===== config.mk =====
export PLATFORM = sky130hd
export DESIGN_NAME = disk_request_seek_scheduler_unit
export DESIGN_NICKNAME = d
export VERILOG_FILES = /design/src/hw/rtl/dsk_pkg.sv /design/src/hw/rtl/dsk_move_unit.sv /design/src/hw/rtl/disk_request_seek_scheduler_unit.sv
export SDC_FILE = /design/constraint.sdc
export NUM_CORES = 1
export LEC_CHECK = 0
export BUFFER_PORTS_ARGS = -buffer_cell sky130_fd_sc_hd__buf_2
export CAP_MARGIN = 20
export CORE_MARGIN = 8
export CORE_UTILIZATION = 60
export CTS_BUF_LIST = sky130_fd_sc_hd__clkbuf_4 sky130_fd_sc_hd__clkbuf_8 sky130_fd_sc_hd__clkbuf_16
export CTS_CLUSTER_DIAMETER = 50
export DETAILED_ROUTE_END_ITERATION = 10
export PLACE_DENSITY_LB_ADDON = 0.25
export REMOVE_ABC_BUFFERS = 1
export SYNTH_ARGS = -nofsm -noshare
export SYNTH_HDL_FRONTEND = slang
export SYNTH_SLANG_ARGS = --single-unit

===== constraint.sdc =====
create_clock -name clk -period 8.5 [get_ports clk]
set_input_delay 1.275 -clock clk [delete_from_list [all_inputs] [get_ports clk]]
set_output_delay 1.275 -clock clk [all_outputs]
set_load 0.02 [all_outputs]

===== src/hw/rtl/dsk_pkg.sv =====
package dsk_pkg;

  // Default sizes
  localparam int QUEUE_DEPTH_DEF = 16;
  localparam int TRACK_BITS_DEF  = 16;

  // Fixed field widths
  localparam int SEEK_W      = 22;
  localparam int SERVED_W    = 5;
  localparam int STATUS_W    = 2;
  localparam int POLICY_W    = 3;
  localparam int CYL_W       = 17;
  localparam int CFG_IDX_W   = 1;

  localparam logic [SEEK_W-1:0] SEEK_MAX = {SEEK_W{1'b1}};

  // Register indexes
  localparam logic [CFG_IDX_W-1:0] REG_POLICY    = 1'd0;
  localparam logic [CFG_IDX_W-1:0] REG_CYLINDERS = 1'd1;

  // Operations
  localparam logic OP_LOAD = 1'b0;
  localparam logic OP_RUN  = 1'b1;

  // Policies
  localparam logic [POLICY_W-1:0] POL_FCFS  = 3'd0;
  localparam logic [POLICY_W-1:0] POL_SSTF  = 3'd1;
  localparam logic [POLICY_W-1:0] POL_SCAN  = 3'd2;
  localparam logic [POLICY_W-1:0] POL_LOOK  = 3'd3;
  localparam logic [POLICY_W-1:0] POL_CSCAN = 3'd4;
  localparam logic [POLICY_W-1:0] POL_CLOOK = 3'd5;

  // Status codes
  localparam logic [STATUS_W-1:0] ST_OK      = 2'd0;
  localparam logic [STATUS_W-1:0] ST_EMPTY   = 2'd1;
  localparam logic [STATUS_W-1:0] ST_DROPPED = 2'd2;
  localparam logic [STATUS_W-1:0] ST_SAT     = 2'd3;

  // Command to the head move unit
  typedef struct packed {
    logic clear;
    logic step;
  } mv_cmd_t;

endpackage


===== src/hw/rtl/dsk_move_unit.sv =====
module dsk_move_unit #(
  parameter int HEAD_W = 17
) (
  input  logic                       clk,
  input  logic                       rst,
  input  dsk_pkg::mv_cmd_t           cmd,
  input  logic [HEAD_W-1:0]          start,
  input  logic [HEAD_W-1:0]          target,
  output logic [HEAD_W-1:0]          head,
  output logic [HEAD_W-1:0]          gap,
  output logic                       above,
  output logic [dsk_pkg::SEEK_W-1:0] acc,
  output logic                       sat
);
  import dsk_pkg::*;

  localparam int SUM_W = ((SEEK_W > HEAD_W) ? SEEK_W : HEAD_W) + 1;

  logic [SUM_W-1:0] sum;

  // Distance from the head to the target, shared by search and move
  assign above = target > head;
  assign gap   = above ? (target - head) : (head - target);
  assign sum   = SUM_W'(acc) + SUM_W'(gap);

  // Move the head and accumulate travel, clamping at the maximum
  always_ff @(posedge clk) begin
    if (rst) begin
      head <= '0;
      acc  <= '0;
      sat  <= 1'b0;
    end else if (cmd.clear) begin
      head <= start;
      acc  <= '0;
      sat  <= 1'b0;
    end else if (cmd.step) begin
      head <= target;
      if (sum > SUM_W'(SEEK_MAX)) begin
        acc <= SEEK_MAX;
        sat <= 1'b1;
      end else begin
        acc <= sum[SEEK_W-1:0];
      end
    end
  end

endmodule


===== src/hw/rtl/disk_request_seek_scheduler_unit.sv =====
// Channel | Direction | Handshake            | Payload
// in      | input     | in_valid / in_ready  | operation, request_track, start_head
// out     | output    | out_valid / out_ready| total_seek, served_count, status
// cfg     | input     | cfg_valid / cfg_ready| cfg_index, cfg_data
//
// A run walks the queue: FCFS moves to each request in order, SSTF scans for
// the nearest unserved request before each move, and sweep policies scan for
// bounds, then sweep. The single head move unit subtracts and accumulates.
// in_ready is high only while the sequencer is idle; a finished result waits
// in the output register and the run stalls at its end while it is unread.
// Synchronous reset clears the queue count, flags and the output valid.
module disk_request_seek_scheduler_unit #(
  parameter int QUEUE_DEPTH = dsk_pkg::QUEUE_DEPTH_DEF,
  parameter int TRACK_BITS  = dsk_pkg::TRACK_BITS_DEF
) (
  input  logic                          clk,
  input  logic                          rst,
  input  logic                          in_valid,
  output logic                          in_ready,
  input  logic                          operation,
  input  logic [TRACK_BITS-1:0]         request_track,
  input  logic [TRACK_BITS-1:0]         start_head,
  output logic                          out_valid,
  input  logic                          out_ready,
  output logic [dsk_pkg::SEEK_W-1:0]    total_seek,
  output logic [dsk_pkg::SERVED_W-1:0]  served_count,
  output logic [dsk_pkg::STATUS_W-1:0]  status,
  input  logic                          cfg_valid,
  output logic                          cfg_ready,
  input  logic [dsk_pkg::CFG_IDX_W-1:0] cfg_index,
  input  logic [dsk_pkg::CYL_W-1:0]     cfg_data
);
  import dsk_pkg::*;

  localparam int IW = (QUEUE_DEPTH > 1) ? $clog2(QUEUE_DEPTH) : 1;
  localparam int CW = $clog2(QUEUE_DEPTH + 1);
  localparam int HW = (TRACK_BITS > CYL_W) ? TRACK_BITS : CYL_W;

  localparam logic [2:0] S_IDLE  = 3'd0;
  localparam logic [2:0] S_SCAN  = 3'd1;
  localparam logic [2:0] S_PICK  = 3'd2;
  localparam logic [2:0] S_FCFS  = 3'd3;
  localparam logic [2:0] S_SWEEP = 3'd4;
  localparam logic [2:0] S_FIN   = 3'd5;

  logic [2:0]             state;
  logic [POLICY_W-1:0]    policy;
  logic [CYL_W-1:0]       cyl_count;
  logic [TRACK_BITS-1:0]  store [QUEUE_DEPTH];
  logic [CW-1:0]          count;
  logic                   dropped;
  logic [QUEUE_DEPTH-1:0] marks;
  logic [IW-1:0]          idx;
  logic [CW-1:0]          rnd;
  logic [2:0]             mstep;
  logic                   found;
  logic [IW-1:0]          best;
  logic [HW-1:0]          bestd;
  logic                   any_a, any_b;
  logic [HW-1:0]          hi_a, max_b, min_b;

  logic                   in_fire, is_sstf, is_sweep, last;
  logic [HW-1:0]          entry, top, sweep_tgt, target, head, gap;
  logic                   sweep_ok, above, sat;
  logic [SEEK_W-1:0]      acc;
  mv_cmd_t                cmd;

  assign in_ready  = (state == S_IDLE);
  assign cfg_ready = 1'b1;
  assign in_fire   = in_valid && in_ready;
  assign is_sstf   = (policy == POL_SSTF);
  assign is_sweep  = (policy == POL_SCAN) || (policy == POL_LOOK) ||
                     (policy == POL_CSCAN) || (policy == POL_CLOOK);
  assign last      = (CW'(CW'(idx) + CW'(1)) == count);
  assign entry     = HW'(store[idx]);
  assign top       = (cyl_count == '0) ? '0 : HW'(cyl_count - CYL_W'(1));

  // Pick the next sweep target and whether that step moves
  always_comb begin
    sweep_tgt = '0;
    sweep_ok  = 1'b0;
    case (mstep)
      3'd0: begin
        sweep_tgt = hi_a;
        sweep_ok  = any_a;
      end
      3'd1: begin
        sweep_tgt = top;
        sweep_ok  = (policy == POL_SCAN) || (policy == POL_CSCAN);
      end
      3'd2: begin
        sweep_tgt = (policy == POL_CSCAN) ? '0 : max_b;
        sweep_ok  = (policy == POL_CSCAN) ||
                    (any_b && ((policy == POL_SCAN) || (policy == POL_LOOK)));
      end
      3'd3: begin
        sweep_tgt = min_b;
        sweep_ok  = any_b;
      end
      3'd4: begin
        sweep_tgt = max_b;
        sweep_ok  = any_b && ((policy == POL_CSCAN) || (policy == POL_CLOOK));
      end
      default: begin
        sweep_tgt = '0;
        sweep_ok  = 1'b0;
      end
    endcase
  end

  // Steer the move unit
  always_comb begin
    target    = entry;
    cmd.clear = in_fire && (operation == OP_RUN);
    cmd.step  = 1'b0;
    case (state)
      S_SWEEP: begin
        target   = sweep_tgt;
        cmd.step = sweep_ok;
      end
      S_PICK: begin
        target   = HW'(store[best]);
        cmd.step = 1'b1;
      end
      S_FCFS:  cmd.step = 1'b1;
      default: cmd.step = 1'b0;
    endcase
  end

  dsk_move_unit #(
    .HEAD_W (HW)
  ) u_move (
    .clk    (clk),
    .rst    (rst),
    .cmd    (cmd),
    .start  (HW'(start_head)),
    .target (target),
    .head   (head),
    .gap    (gap),
    .above  (above),
    .acc    (acc),
    .sat    (sat)
  );

  // Configuration registers
  always_ff @(posedge clk) begin
    if (rst) begin
      policy    <= POL_FCFS;
      cyl_count <= CYL_W'(65536);
    end else if (cfg_valid && cfg_ready) begin
      unique case (cfg_index)
        REG_POLICY:    policy    <= cfg_data[POLICY_W-1:0];
        REG_CYLINDERS: cyl_count <= cfg_data;
        default:       policy    <= policy;
      endcase
    end
  end

  // Request queue
  always_ff @(posedge clk) begin
    if (in_fire && (operation == OP_LOAD) && (count < CW'(QUEUE_DEPTH))) begin
      store[count[IW-1:0]] <= request_track;
    end
  end

  // Sequencer
  always_ff @(posedge clk) begin
    if (rst) begin
      state     <= S_IDLE;
      count     <= '0;
      dropped   <= 1'b0;
      marks     <= '0;
      out_valid <= 1'b0;
      idx       <= '0;
      rnd       <= '0;
      mstep     <= '0;
      found     <= 1'b0;
      any_a     <= 1'b0;
      any_b     <= 1'b0;
    end else begin
      // drop the taken word unless a new one is posted this cycle
      if (out_valid && out_ready && (state != S_FIN)) begin
        out_valid <= 1'b0;
      end
      unique case (state)
        S_IDLE: begin
          if (in_fire) begin
            if (operation == OP_LOAD) begin
              if (count < CW'(QUEUE_DEPTH)) begin
                count <= CW'(count + CW'(1));
              end else begin
                dropped <= 1'b1;
              end
            end else begin
              idx   <= '0;
              rnd   <= '0;
              mstep <= '0;
              found <= 1'b0;
              any_a <= 1'b0;
              any_b <= 1'b0;
              marks <= '0;
              if (count == '0) begin
                state <= S_FIN;
              end else if (is_sstf || is_sweep) begin
                state <= S_SCAN;
              end else begin
                state <= S_FCFS;
              end
            end
          end
        end
        S_SCAN: begin
          // gather the nearest unserved entry, or the sweep bounds
          if (is_sstf) begin
            if (!marks[idx] && (!found || (gap < bestd))) begin
              found <= 1'b1;
              bestd <= gap;
              best  <= idx;
            end
          end else if (above) begin
            any_a <= 1'b1;
            if (!any_a || (entry > hi_a)) hi_a <= entry;
          end else begin
            any_b <= 1'b1;
            if (!any_b || (entry > max_b)) max_b <= entry;
            if (!any_b || (entry < min_b)) min_b <= entry;
          end
          if (last) begin
            idx   <= '0;
            state <= is_sstf ? S_PICK : S_SWEEP;
          end else begin
            idx <= IW'(idx + IW'(1));
          end
        end
        S_PICK: begin
          marks[best] <= 1'b1;
          rnd         <= CW'(rnd + CW'(1));
          found       <= 1'b0;
          state       <= (CW'(rnd + CW'(1)) == count) ? S_FIN : S_SCAN;
        end
        S_FCFS: begin
          if (last) begin
            state <= S_FIN;
          end else begin
            idx <= IW'(idx + IW'(1));
          end
        end
        S_SWEEP: begin
          if (mstep == 3'd4) begin
            state <= S_FIN;
          end else begin
            mstep <= mstep + 3'd1;
          end
        end
        S_FIN: begin
          // post the word once the output register is free
          if (!out_valid || out_ready) begin
            out_valid    <= 1'b1;
            total_seek   <= acc;
            served_count <= SERVED_W'(count);
            if (count == '0)  status <= ST_EMPTY;
            else if (sat)     status <= ST_SAT;
            else if (dropped) status <= ST_DROPPED;
            else              status <= ST_OK;
            count   <= '0;
            dropped <= 1'b0;
            marks   <= '0;
            state   <= S_IDLE;
          end
        end
        default: state <= S_IDLE;
      endcase
    end
  end

endmodule


==> impl_metrics.yaml <==
worst_setup_path:
  worst-setup-path-type: "flop to flop"
  cp-start-kind: "flop"
  end_kind: "flop"
  worst_ep_arrival_time_ns: 8.54
  slowest_stage: "dfxtp_4"
  r2r_cells: 24
  crit_cells: 24
  crit_family: "compound AO/OA/AOI/OAI gates"
  slowest_delay_ns: 0.75
  path_max_fanout: 30
  worstPathRequired_ns: 8.96
  cp.buffers_inverters: 3
  path_cells: "buf_4 -> mux4_2 -> mux4_2 -> a222oi_1 -> inv_1 -> ha_1 -> and2_1 -> and3_1 -> a41oi_1 -> a21boi_0 -> a21oi_2 -> buf_4 -> a211oi_1 -> a21oi_1 -> xor2_1 -> ha_1 -> o21a_1 -> o21a_1 -> o21a_1 -> o22ai_1 -> o211ai_1 -> o211a_1 -> a41oi_4 -> a31oi_1"
  crit_path_frequent_cell: "o21a_1"
cts:
  clockBufferDepth: 3
  postCtsSetupBuffers: 0
  cts_root_buf: "clkbuf_16"
  path_clk_slew_ns: 0.06
  cts_buffers: 52
  cts_tree: "built"
  clock_sinks: 463
  postCtsHoldBufs: 0
  insertion_delay_ns: 0.60
  htreeDepth: 2
yosys:
  synth_edf_count: 354
  syn_avg_cell_area_um2: 13.3
  yosys_most_used_dff: "edfxtp_1"
  synth_fa_ha_area_share_pct: 6.83
  synth_seq_cells: 463
  synth_xor_area_share_pct: 1.99
  synth_top_family_by_area: "multiplexers"
  ys_seq_area_share_pct: 53.0
  yosys.area_share.simple_pct: 7.45
  yosys_warnings: 0
  syn-cell-area_um2: 24200
  syn_inst: 1816
  async_flop_share_pct: 0
  synth_mux_area_share_pct: 16.1
  synth_compound_area_share_pct: 10.8
  yosysUniqueCellTypes: 76
floorplan:
  fp.dieH_um: 217
  start_util_pct: 60.8
  die_area_um2: 46900
  num_rows: 73
  die_w_um: 217
  ios: 88
  core_area_um2: 39700
hold_path:
  holdPathStages: 2
  hp-class: "flop to flop"
global_routing:
  grt_max_degree: 65
  grt_use_met2_pct: 45.8
  grt_antenna_before_repair: 4
  grt_util_met3_pct: 5.04
  grtUsageMet1_pct: 33.9
  grt.total_usage_pct: 26.8
  grt_pass1_wl_um: 97700
  grt_overflow: 0
  grt_pass1_vias: 16700
  grt.busiest_layer: "met2"
cells_and_area:
  fin_nets: 2100
  syn_to_final_growth_pct: 11.5
  final_cells: 2480
  drive_above_1_share_pct: 21.7
  fillers: 2726
timing:
  drv_slew: 0
  max_freq_ghz: 0.124
  finalHoldViolCount: 0
  worst_slew_pin_slew_ns: 1.06
  fin_crit_sh_pct: 95.1
  rsz0062_at_grt: "false"
  final.min_clock_period_ns: 8.08
  relSlewSlack_pct: 28.8
  fin_worst_skew_ns: 0.0209
  setup_viol: 0
pwr:
  ir_worst_vdd_mv: 0.204
  p_per_area_nw_per_um2: 314
  p_leak_nw: 9.87
  p_total_mw: 8.45
placement:
  post-dp-hpwl_um: 43700
  gp_congestion: 0.938
  port_buffers: 86
  dp_cells: 2383
routing:
  vias_per_cell: 6.64
  num_vias: 16500
  drt_iter0_markers: 1867
  routed_wl_um: 63900
  drc: 0
  wl_per_cell_um: 25.8
  first_pass_iters: 8
  ant_nets: 0
flow_run:
  cap_violations: 0
status:
  status: "completed"
[layout make-up]
class                      count  area [µm²]  area share, %
sequential                   463       12800           47.6
tap                          525         657           2.44
multi-input combinational   1137       10500           39.0
clock inverter                27         181          0.674
clock buffer                  67        1450           5.38
timing repair buffer         134         841           3.12
inverter                     126         473           1.76
antenna                        1        2.50        0.00929
[final timing paths]
path / startpoint / end / slack [ns]
max: flop / u_move.acc[16] / 0.42
min: u_move.sat / u_move.sat / 0.46
max reg2reg: flop / u_move.acc[16] / 0.42
min reg2reg: u_move.sat / u_move.sat / 0.46
[cell families after synthesis]
family	Yosys count
buffers and inverters	216
XOR/XNOR	55
AO/OA/AOI/OAI	398
AND/OR/NAND/NOR	371
other	1
flip-flops	463
adder cells (fa/ha/maj)	130
multiplexers	182
[state kept, by name, summed over array words and instances (netlist names), 2 cells and up, named ones only]
name / flops
policy: 3
bestd: 17
count: 5
mstep: 3
best: 4
hi_a: 16
state: 3
u_move.head: 17
total_seek: 22
u_move.acc: 22
served_count: 5
rnd: 5
store: 256
idx: 4
max_b: 16
cyl_count: 17
marks: 16
min_b: 16
status: 2
[cell usage after synthesis (all sizes together) (25+ instances only)]
master  instances  area share [%]
a21o           36             1.1
a21oi         110             2.3
a222oi         32             1.3
buf            42             1.1
clkbuf         48            0.75
dfxtp         109             9.0
edfxtp        354              44
ha            127             6.6
inv           126             2.0
mux4          165              15
nand2         106             1.6
nand3          25            0.52
nor2           99             1.5
nor3           35            0.77
o21ai          91             1.9
xnor2          29             1.1
xor2           26            0.94
[layer usage]
layer,up-vias,part of all wire (%)
li1,7268,-
met1,8211,38
met2,829,50
met3,164,7.9
met4,6,3.6
met5,-,0.066
[power breakdown]
part           switching, mW  internal (mW)  leakage, nW
Sequential             0.125           2.63         4.10
Combinational           2.15           1.40         4.97
Clock                  0.927           1.21        0.806
[worst register-to-register path, stage by stage, from the launching register on]
cell	delay, ns
dfxtp_4	0.75
buf_4	0.34
mux4_2	0.52
mux4_2	0.60
a222oi_1	0.67
inv_1	0.10
ha_1	0.41
and2_1	0.21
and3_1	0.20
a41oi_1	0.38
a21boi_0	0.28
a21oi_2	0.04
buf_4	0.26
a211oi_1	0.28
a21oi_1	0.09
xor2_1	0.38
ha_1	0.41
o21a_1	0.14
o21a_1	0.16
o21a_1	0.16
o22ai_1	0.31
o211ai_1	0.20
o211a_1	0.35
a41oi_4	0.53
a31oi_1	0.14
[repair_timing]
item | 4_1_cts | 5_1_grt
setup endpoints to repair | 0 | 15
hold endpoints to repair | 0 | 0
gates resized for setup | 0 | 1
[through the flow]
stage	TNS [ns]	utilization [%]	hold WS (ns)	setup WS (ns)	instance area [µm²]
floorplan	-18.32	-	0.424	-0.564	23700
global placement	0	63.6	0.444	0.673	25300
detailed placement	0	63.6	0.453	0.452	25300
CTS	0	67.7	0.470	0.397	26900
global route	0	67.8	0.485	0.0843	26900
finish	0	67.8	0.465	0.415	26900
[placed cells by master, fill, tap and decap left out, types with 81 or more instances in the layout]
cell type / instances
a21oi_1: 109
buf_2: 86
dfxtp_1: 105
edfxtp_1: 354
ha_1: 127
inv_1: 126
mux4_2: 165
nand2_1: 106
nor2_1: 86
o21ai_0: 81
No activity file was read; power rests on OpenSTA's default activity.
